===== config.mk =====
export PLATFORM = sky130hd
export DESIGN_NAME = gbca_ctrl
export DESIGN_NICKNAME = d
export VERILOG_FILES = /design/src/sv/gbca_pkg.sv /design/src/sv/gbca_ctrl.sv
export SDC_FILE = /design/constraint.sdc
export NUM_CORES = 1
export LEC_CHECK = 0
export ABC_AREA = 1
export BUFFER_PORTS_ARGS = -buffer_cell sky130_fd_sc_hd__buf_2
export CELL_PAD_IN_SITES_DETAIL_PLACEMENT = 0
export CELL_PAD_IN_SITES_GLOBAL_PLACEMENT = 2
export CORE_ASPECT_RATIO = 0.7
export CORE_MARGIN = 1.5
export CORE_UTILIZATION = 17
export CTS_BUF_LIST = sky130_fd_sc_hd__clkbuf_16
export DETAILED_ROUTE_END_ITERATION = 10
export GPL_TIMING_DRIVEN = 0
export PLACE_DENSITY_LB_ADDON = 0.1
export REMOVE_ABC_BUFFERS = 1
export SYNTH_ARGS = -nofsm -noshare
export SYNTH_HDL_FRONTEND = slang
export SYNTH_SLANG_ARGS = --single-unit

===== constraint.sdc =====
create_clock -name i_clk -period 1.04 [get_ports i_clk]
set_input_delay 0.052 -clock i_clk [delete_from_list [all_inputs] [get_ports i_clk]]
set_output_delay 0.052 -clock i_clk [all_outputs]
set_load 0.02 [all_outputs]

===== src/sv/gbca_pkg.sv =====
// gbca_pkg: shared types, constants and command structs for the grid binned cell averager
// used by the controller, datapath and top level; no dependencies

package gbca_pkg;

    localparam int MAX_HEIGHTS = 16;
    localparam int MAX_WIDTHS  = 16;
    localparam int COUNT_BITS  = 16;
    localparam int WBITS       = $clog2(MAX_WIDTHS);
    localparam int HBITS       = $clog2(MAX_HEIGHTS);
    localparam int ADDR_BITS   = HBITS + 2 * WBITS;
    localparam int NCELLS      = MAX_HEIGHTS * MAX_WIDTHS * MAX_WIDTHS;
    localparam int SUM_BITS    = 48;
    localparam int CFG_BITS    = 32;
    localparam int IDX_BITS    = 3;

    localparam logic [IDX_BITS-1:0] REG_NUM_HEIGHTS  = 3'd0;
    localparam logic [IDX_BITS-1:0] REG_NUM_WIDTHS   = 3'd1;
    localparam logic [IDX_BITS-1:0] REG_HEIGHT_STEP  = 3'd2;
    localparam logic [IDX_BITS-1:0] REG_WIDTH_STEP   = 3'd3;
    localparam logic [IDX_BITS-1:0] REG_WIDTH_ORIGIN = 3'd4;

    localparam logic OP_ADD  = 1'b0;
    localparam logic OP_READ = 1'b1;

    typedef enum logic [3:0] {
        t_ST_CLEAR, t_ST_IDLE, t_ST_BIN, t_ST_FETCH, t_ST_WAIT, t_ST_UPDATE,
        t_ST_DIV, t_ST_DONE, t_ST_OUT
    } t_state;

    // controller to datapath
    typedef struct packed {
        logic load;      // capture input transaction
        logic bin_step;  // one shift-subtract step on all three axes
        logic mem_rd;    // read cell memory at current address
        logic update;    // write back add or clear result
        logic div_init;  // start divide
        logic div_step;  // one divide step
        logic clr_wr;    // write zero at clear address
        logic result;    // latch result into output register
    } t_cmd;

    // datapath to controller
    typedef struct packed {
        logic is_read;
        logic bin_last;
        logic div_last;
        logic clr_last;
    } t_sts;

endpackage


===== src/sv/gbca_ctrl.sv =====
// gbca_ctrl: controller state machine sequencing clear, binning, memory and divide
// depends on gbca_pkg

module gbca_ctrl (
    input  logic          i_clk,
    input  logic          i_rst_n,
    input  logic          i_in_valid,
    output logic          o_in_ready,
    output logic          o_out_valid,
    input  logic          i_out_ready,
    input  gbca_pkg::t_sts i_sts,
    output gbca_pkg::t_cmd o_cmd
);

    gbca_pkg::t_state r_state, n_state;
    logic r_out_valid, n_out_valid;

    // state register
    always_ff @(posedge i_clk) begin
        if (!i_rst_n) begin
            r_state     <= gbca_pkg::t_ST_CLEAR;
            r_out_valid <= 1'b0;
        end else begin
            r_state     <= n_state;
            r_out_valid <= n_out_valid;
        end
    end

    assign o_out_valid = r_out_valid;

    // next state and commands
    always_comb begin
        n_state     = r_state;
        n_out_valid = r_out_valid;
        o_cmd       = '0;
        o_in_ready  = 1'b0;
        if (r_out_valid && i_out_ready) begin
            n_out_valid = 1'b0;
        end
        case (r_state)
            gbca_pkg::t_ST_CLEAR: begin
                o_cmd.clr_wr = 1'b1;
                if (i_sts.clr_last) begin
                    n_state = gbca_pkg::t_ST_IDLE;
                end
            end
            gbca_pkg::t_ST_IDLE: begin
                o_in_ready = 1'b1;
                if (i_in_valid) begin
                    o_cmd.load = 1'b1;
                    n_state = gbca_pkg::t_ST_BIN;
                end
            end
            gbca_pkg::t_ST_BIN: begin
                if (i_sts.is_read) begin
                    n_state = gbca_pkg::t_ST_FETCH;
                end else begin
                    o_cmd.bin_step = 1'b1;
                    if (i_sts.bin_last) begin
                        n_state = gbca_pkg::t_ST_FETCH;
                    end
                end
            end
            gbca_pkg::t_ST_FETCH: begin
                o_cmd.mem_rd = 1'b1;
                n_state = gbca_pkg::t_ST_WAIT;
            end
            gbca_pkg::t_ST_WAIT: begin
                if (i_sts.is_read) begin
                    o_cmd.div_init = 1'b1;
                    n_state = gbca_pkg::t_ST_DIV;
                end else begin
                    n_state = gbca_pkg::t_ST_UPDATE;
                end
            end
            gbca_pkg::t_ST_DIV: begin
                o_cmd.div_step = 1'b1;
                if (i_sts.div_last) begin
                    n_state = gbca_pkg::t_ST_UPDATE;
                end
            end
            gbca_pkg::t_ST_UPDATE: begin
                o_cmd.update = 1'b1;
                n_state = gbca_pkg::t_ST_DONE;
            end
            gbca_pkg::t_ST_DONE: begin
                if (!r_out_valid || i_out_ready) begin
                    o_cmd.result = 1'b1;
                    n_out_valid  = 1'b1;
                    n_state      = gbca_pkg::t_ST_IDLE;
                end
            end
            default: n_state = gbca_pkg::t_ST_IDLE;
        endcase
    end

endmodule


Word-level counts from Yosys, hierarchy flattened
Cells that the tools add are included.
{"block": "totals", "reg_bits": 5, "inputBits": 8, "out_inout_bits": 10, "wordCells": 43}
{"block": "op_classes", "eq_ne": 12, "reduce_logical": 5, "n_mux": 24}
{"op": "$pmux 4 s8", "count": 1}
{"op": "$mux 4", "count": 6}
{"op": "$eq 4x3->1 const B", "count": 4}
{"op": "$mux 1", "count": 16}
{"op": "$eq 4x2->1 const B", "count": 2}
{"op": "$ne 2x2->1 const B", "count": 4}
{"op": "$reduce_and 5->1", "count": 1}
{"op": "$eq 4x1->1 const B", "count": 1}
{"op": "$logic_not 4->1", "count": 1}
{"op": "$ne 3x3->1 const B", "count": 1}
{"op": "$mux 2", "count": 1}
{"op": "$logic_and 1x1->1", "count": 1}
{"op": "$logic_not 1->1", "count": 1}
{"op": "$logic_or 1x1->1", "count": 1}

Depth between registers and ports, before layout
Gate-level depths: netlist of the first run.
{"block": "logic_depth", "ltp_word": 4, "depth_mapped": 9, "ltp_nobuf": 8}

Least setup slack after synthesis of the first run
Ideal clock, no wire load.
{"block": "synth_timing", "path_type": "register -> register", "from": "register r_state[2]", "to": "register r_state[2]", "path_buffers": 1, "required_time_ns": 0.883, "path_slack_ns": -0.266, "period_less_slack_ns": 1.306, "setup_ns": 0.157, "arrival_ns": 1.149, "path_stages_with_launch": 5, "path_cell_list": "dfxtp_1 > clkbuf_8 > inv_2 > nor3_1 > a211oi_1"}
{"block": "synth_via", "elab_chain_cells": 3, "word_cells_on_any_way": 15, "cone_classes": "eq/ne: 12; mux: 1; reduce/logical: 2"}
{"element": "from (decl)", "line": "gbca_ctrl.sv:15", "text": "gbca_pkg::t_state r_state, n_state;"}
{"element": "from (signal assigned)", "line": "gbca_ctrl.sv:21", "text": "r_state <= gbca_pkg::t_ST_CLEAR;"}
{"element": "from (signal assigned)", "line": "gbca_ctrl.sv:24", "text": "r_state <= n_state;"}
{"element": "$eq 4x2->1, or another cell as far along", "line": "gbca_ctrl.sv:40", "text": "case (r_state)"}
{"element": "$ne 3x3->1 (no line) / $ne 2x2->1 (equally long branches)"}
{"element": "$reduce_and 5->1 (no line)"}
Parallel ways exist; a longest one is shown, timed or not.
A chain may end at the register's enable or synchronous reset.

==> impl_metrics.yaml, run 1 <==
drt:
  route.detailed.drc: 0
  route.detailed.vias_per_inst: 4.15
  detail_route.wl_per_cell_um: 9.80
  route.vias.total: 394
  detail_route.first_pass.iterations: 2
  wl_um: 931
  drtAntennaViolNets: 0
  initialDrtViolationCount: 5
sta:
  timing.max_slew.rel_slack: 0.833
  rsz_0062_raised_after_global_routing: "yes"
  final_critical_path_setup_slack_ns: -0.105
  timing_hold_violations_final: 0
  final_max_slew_viol_count: 0
  hold_ws_ns: 0.0850
  layout_worst_path_cycle_share: 1.10
  fmax_ghz: 0.873
  final-setup-viol-count: 9
  timing_worst_slew_pin_value_ns: 0.249
  minimum_clock_period_ns: 1.15
  fin_worst_skew_ns: 0.000160
global_route:
  first_global_vias: 348
  grt_antenna_before_repair: 0
  grt_remaining_overflow: 0
  grt_pass1_wl_mm: 1.55
  grt_max_degree: 9
  groute.usage.overall: 0.0982
synthesis:
  yosys_register_bits: 4
  yosysWarningCount: 0
  syn_avg_cell_area_sq_um: 6.19
  seq_area_frac_synth: 0.244
  syn_inst: 53
  post_synth_instance_area_sq_um: 328
  ys_types: 17
cells_and_area:
  nets: 83
  n_antenna_cell: 0
  mostFrequentLayoutCells: "sky130_fd_sc_hd__buf_2 (9), sky130_fd_sc_hd__nor2_1 (8), sky130_fd_sc_hd__inv_1 (6), sky130_fd_sc_hd__buf_4 (6), sky130_fd_sc_hd__nand2_1 (5)"
  layout_commonest_cell: "sky130_fd_sc_hd__buf_2"
  final_core_util: 0.327
  filler_cell_count: 206
  post_route_cells_drive_above_1_share: 0.589
  synthToLayoutAreaGrowth_pct: 83.6
  finish.instance_area_sq_um: 602
clock_tree:
  cts-htree-levels: 1
  numClockSinks: 4
  clock_path_buffers: 2
  numCtsBuffers: 3
  cts_tree: "yes"
  worstSkewPairLatency_ns: 0.22
  cts.root.buffer_cell: "sky130_fd_sc_hd__clkbuf_16"
  clk_transition_reported_paths_ns: 0.03
floorplanning:
  die_x_um: 55.5
  initial_utilization: 0.178
  floorplan.io_pins: 18
  placeableCoreArea_sq_um: 1840
  design.die.area_sq_um: 2200
  number_of_rows_created_at_floorplan: 13
  floorplan.die.height_um: 39.7
power_and_ir_drop:
  share_clk_of_total_power: 0.350
  total_switching_power_w: 0.000690
  power_frac_comb: 0.451
  power.density_cell_area_nw_per_um2: 2850
  static-leakage-power_nw: 0.296
  sw_frac_of_total: 0.403
  vdd_drop_max_v: 0.00119
  internal_power_w: 0.00102
  pwr-share-seq: 0.199
place:
  place_hpwl_um: 752
  place.gp.congestion: 0.720
  placement.io_buffers: 17
  postPlaceCellArea_sq_um: 427
critical_path:
  timing.critical_path.arrival_ns: 1.09
  critical_path_start_type: "flop"
  cp.required_ns: 0.99
  worstSetupEndpointType: "primary output"
  cp_max_fo: 6
  criticalPathCategory: "reg -> out"
run:
  max_cap_violations: 0
outcome:
  outcome: "finished with violations"
  violated_checks: "setup timing"
hold_path:
  hp-class: "in -> reg"
-- repair_timing --
action / 4_1_cts / 5_1_grt
endpoints found under the setup margin: 12 / 11
hold buffers: 0 / 0
gates resized for setup: 17 / 17
setup buffers: 1 / 0
pin swaps: 3 / 2
-- registers in the layout, indices dropped and copies added, names as in the netlist --
signal,cells
r_state,3
o_out_valid,1
-- worst paths after layout --
| kind | start | endpoint | slack, ns | cells past startpoint |
|---|---|---|---|---|
| worst max-delay path | r_state[0] | o_cmd[0] | -0.11 | 3 |
| worst min-delay path | i_rst_n | r_state[0] | 0.09 | 3 |
| worst max register to register | r_state[0] | r_state[0] | -0.02 | 7 |
| worst min register to register | r_state[0] | r_state[0] | 0.57 | 2 |
-- logic make-up (layout without fill, tap and decap cells) --
kind of cell,count (synthesis),count (layout),synth area share
AO/OA/AOI/OAI,5,5,0.103
AND/OR/NAND/NOR,32,32,0.485
flip-flops,4,4,0.244
buffers and inverters,12,32,0.168
-- per-layer routing --
layer  wire length, um  track usage
met5                 0            0
met4                 0            0
met3                54       0.0627
met2               382        0.140
met1               494        0.129
-- layout make-up --
class                   count  area (sq um)  area share
flip-flops and latches      4          91.3       0.152
well taps                  22          27.5      0.0457
multi-input cells          37           235       0.391
clock buffers               3          75.1       0.125
inverters                  11          48.8      0.0811
repair buffers             18           124       0.206
-- power groups by stage --
stage	clock network (W)	logic, W	registers [W]
floorplan	0	0.000459	0.000266
global placement	0	0.000630	0.000289
detailed placement	0	0.000622	0.000289
CTS	0.000607	0.000719	0.000315
global route	0.000624	0.000858	0.000354
finish	0.000600	0.000773	0.000342
-- cells in the mapped netlist --
cell / instances / share of area
sky130_fd_sc_hd__inv_2: 2 / 0.023
sky130_fd_sc_hd__o21a_1: 1 / 0.023
sky130_fd_sc_hd__nor2_2: 3 / 0.057
sky130_fd_sc_hd__nand2_2: 1 / 0.019
sky130_fd_sc_hd__a211oi_1: 2 / 0.046
sky130_fd_sc_hd__nor4_1: 1 / 0.019
sky130_fd_sc_hd__clkbuf_8: 1 / 0.042
sky130_fd_sc_hd__nand3_2: 2 / 0.061
sky130_fd_sc_hd__nor2_1: 12 / 0.14
sky130_fd_sc_hd__a21oi_1: 1 / 0.015
sky130_fd_sc_hd__inv_1: 9 / 0.10
sky130_fd_sc_hd__nand3b_1: 2 / 0.046
sky130_fd_sc_hd__nand2_1: 6 / 0.069
sky130_fd_sc_hd__dfxtp_1: 4 / 0.24
sky130_fd_sc_hd__nor3_1: 2 / 0.031
sky130_fd_sc_hd__o22ai_1: 1 / 0.019
sky130_fd_sc_hd__nand3_1: 3 / 0.046
-- stage by stage --
stage,setup slack (ns),total power (W),TNS [ns],std cells
2_1_floorplan,-0.329,0.000725,-0.924,52
3_3_place_gp,-0.271,0.000919,-0.958,91
3_5_place_dp,-0.278,0.000911,-0.917,91
4_1_cts,-0.112,0.00164,-0.834,95
5_1_grt,-0.172,0.00184,-1.26,95
6_report,-0.105,0.00172,-0.573,95
-- worst max-delay path: stages (launching register included) --
cell                      delay [ns]
sky130_fd_sc_hd__dfxtp_4        0.40
sky130_fd_sc_hd__nand2_2        0.11
sky130_fd_sc_hd__nor3_2         0.19
sky130_fd_sc_hd__buf_4          0.17
Note: power is estimated with default switching activity, not from simulation.
==> run 2, diff against run 1 <==
--- a/config.mk
+++ b/config.mk
@@ -5,13 +5,11 @@
 export SDC_FILE = /design/constraint.sdc
 export NUM_CORES = 1
 export LEC_CHECK = 0
-export ABC_AREA = 1
 export BUFFER_PORTS_ARGS = -buffer_cell sky130_fd_sc_hd__buf_2
 export CELL_PAD_IN_SITES_DETAIL_PLACEMENT = 0
 export CELL_PAD_IN_SITES_GLOBAL_PLACEMENT = 2
-export CORE_ASPECT_RATIO = 0.7
 export CORE_MARGIN = 1.5
-export CORE_UTILIZATION = 17
+export CORE_UTILIZATION = 18
 export CTS_BUF_LIST = sky130_fd_sc_hd__clkbuf_16
 export DETAILED_ROUTE_END_ITERATION = 10
 export GPL_TIMING_DRIVEN = 0
==> run 2 against run 1 <==
  * The run still ends with setup timing left
  * Combinational power grew 4.7%
  * Clock skew about the same
  * Register-to-register slack lost 0.15 ns
  * Design area grew 3.5%
  * Total power decreased by 1.2%
  * Area after synthesis shrank 6.5%
  * Largest cell class unchanged
==> impl_metrics.yaml, run 2 <==
drt:
  route.detailed.drc: 0
  route.detailed.vias_per_inst: 4.94
  detail_route.wl_per_cell_um: 13.6
  drtAntennaViolNets: 0
  detail_route.first_pass.iterations: 2
  initialDrtViolationCount: 2
  wl_mm: 1.12
  route.vias.total: 405
synthesis:
  synthDominantCellAreaShare: 0.261
  synth_top_area_cell: "sky130_fd_sc_hd__dfxtp_1"
  syn_avg_cell_area_sq_um: 7.86
  synth_flop_cell: "sky130_fd_sc_hd__dfxtp_1"
  synth-async-reset-ratio: 0
  yosysWarningCount: 0
  seq_area_frac_synth: 0.261
  ys_types: 25
  syn_inst: 39
  yosys_register_bits: 4
  post_synth_instance_area_sq_um: 307
  synth.top_cells.by_count: "sky130_fd_sc_hd__dfxtp_1 (4), sky130_fd_sc_hd__nor2_1 (4)"
  synth_edf_count: 0
  cells_taking_the_most_area_after_synthesis: "sky130_fd_sc_hd__dfxtp_1 (26%), sky130_fd_sc_hd__o311a_1 (6.5%), sky130_fd_sc_hd__a2111oi_2 (4.9%)"
sta:
  final_max_slew_viol_count: 0
  minimum_clock_period_ns: 1.28
  timing_worst_slew_pin_value_ns: 0.258
  timing.max_slew.rel_slack: 0.828
  final-setup-viol-count: 12
  rsz_0062_raised_after_global_routing: "yes"
  final_critical_path_setup_slack_ns: -0.235
  fin_worst_skew_ns: 0.000252
  timing_hold_violations_final: 0
  layout_worst_path_cycle_share: 1.23
  fmax_ghz: 0.784
clock_tree:
  cts-htree-levels: 1
  worstSkewPairLatency_ns: 0.22
  hold_buffers: 0
  cts_tree: "yes"
  clock_path_buffers: 2
  clk_transition_reported_paths_ns: 0.03
  numClockSinks: 4
  numCtsBuffers: 3
  cts.root.buffer_cell: "sky130_fd_sc_hd__clkbuf_16"
place:
  place_ws_ns: -0.387
  place.gp.congestion: 0.738
  placement.io_buffers: 17
  postPlaceCellArea_sq_um: 393
  place_hpwl_um: 678
power_and_ir_drop:
  power.density_cell_area_nw_per_um2: 2720
  vdd_drop_max_v: 0.00131
  post-layout-total-power_w: 0.00169
  static-leakage-power_nw: 0.282
cells_and_area:
  mostFrequentLayoutCells: "sky130_fd_sc_hd__buf_4 (13), sky130_fd_sc_hd__buf_2 (10), sky130_fd_sc_hd__clkbuf_16 (3), sky130_fd_sc_hd__buf_6 (3), sky130_fd_sc_hd__dfxtp_4 (3)"
  flip_flop_count_of_the_largest_register_after_layout: 3
  post_route_cells_drive_above_1_share: 0.652
  layout_commonest_cell: "sky130_fd_sc_hd__buf_4"
  synthToLayoutAreaGrowth_pct: 103
  n_antenna_cell: 0
  finish.instance_area_sq_um: 623
  nets: 76
  largest-register: "r_state"
  final_core_util: 0.404
floorplanning:
  design.die.area_sq_um: 1960
  floorplan.io_pins: 18
  number_of_rows_created_at_floorplan: 14
  floorplan.die.height_um: 44.3
  initial_utilization: 0.199
  die_x_um: 44.3
  placeableCoreArea_sq_um: 1540
outcome:
  outcome: "finished with violations"
  violated_checks: "setup timing"
global_route:
  grt_pass1_wl_mm: 1.70
  first_global_vias: 379
  groute.usage.overall: 0.122
  grt_antenna_before_repair: 0
  grt_remaining_overflow: 0
  grt_max_degree: 11
run:
  max_cap_violations: 0
hold_path:
  hp-class: "in -> reg"
critical_path:
  timing.critical_path.arrival_ns: 1.22
  cp_max_fo: 6
  critical_path_start_type: "flop"
  cp.required_ns: 0.99
  worstSetupEndpointType: "primary output"
  criticalPathCategory: "reg -> out"
[run 2: metrics by stage]
step	hold slack, ns	instances	TNS [ns]
6_report	0.0881	82	-1.25
5_1_grt	0.0948	82	-1.80
4_1_cts	0.0871	79	-1.28
3_5_place_dp	0.329	70	-1.50
3_3_place_gp	0.325	70	-1.16
2_1_floorplan	0.183	37	-1.28
[run 2: kinds of logic after synthesis]
family,Yosys count,share of synthesized area
compound gates,13,0.335
buf+inv,5,0.0980
flops,4,0.261
simple gates,17,0.306
[run 2: worst max-delay path, cell delays in order, from the launching register on]
cell and delay, ns:
sky130_fd_sc_hd__dfxtp_4 0.35, sky130_fd_sc_hd__or3b_4 0.41, sky130_fd_sc_hd__nor2_4 0.11, sky130_fd_sc_hd__buf_6 0.12
[run 2: metal layers]
layer / vias to the layer above / track usage / routed length [um]
met5: - / 0 / 0
met4: 0 / 0.0909 / 25
met3: 2 / 0.0163 / 71
met2: 15 / 0.197 / 504
met1: 185 / 0.146 / 516
li1: 203 / - / -
[run 2: cell type report]
cell class / count / area (sq um)
timing repair buffer: 26 / 181
fill: 173 / 918
clock buffer: 3 / 75.1
tap: 16 / 20.0
sequential: 4 / 91.3
multi-input combinational: 30 / 239
inverter: 3 / 16.3
[run 2: path summary, 6_finish.rpt]
check                                 start     endpoint  depth (start not counted)  slack, ns
worst max-delay path             r_state[0]     o_cmd[6]                          3      -0.24
worst max register to register   r_state[0]   r_state[1]                          3      -0.17
worst min register to register  o_out_valid  o_out_valid                          2       0.55
worst min-delay path                i_rst_n   r_state[0]                          2       0.09
[run 2: repair_timing]
action                                  in CTS  in global routing
buffers inserted                             6                  3
resized for setup                           17                 15
pin swaps                                    1                  5
endpoints found under the setup margin      12                 12
[run 2: power breakdown]
part           internal [W]  leakage [nW]  switching, W
sequential         0.000214        0.0348     0.0000752
clock              0.000491        0.0370      0.000105
combinational      0.000406         0.210      0.000403
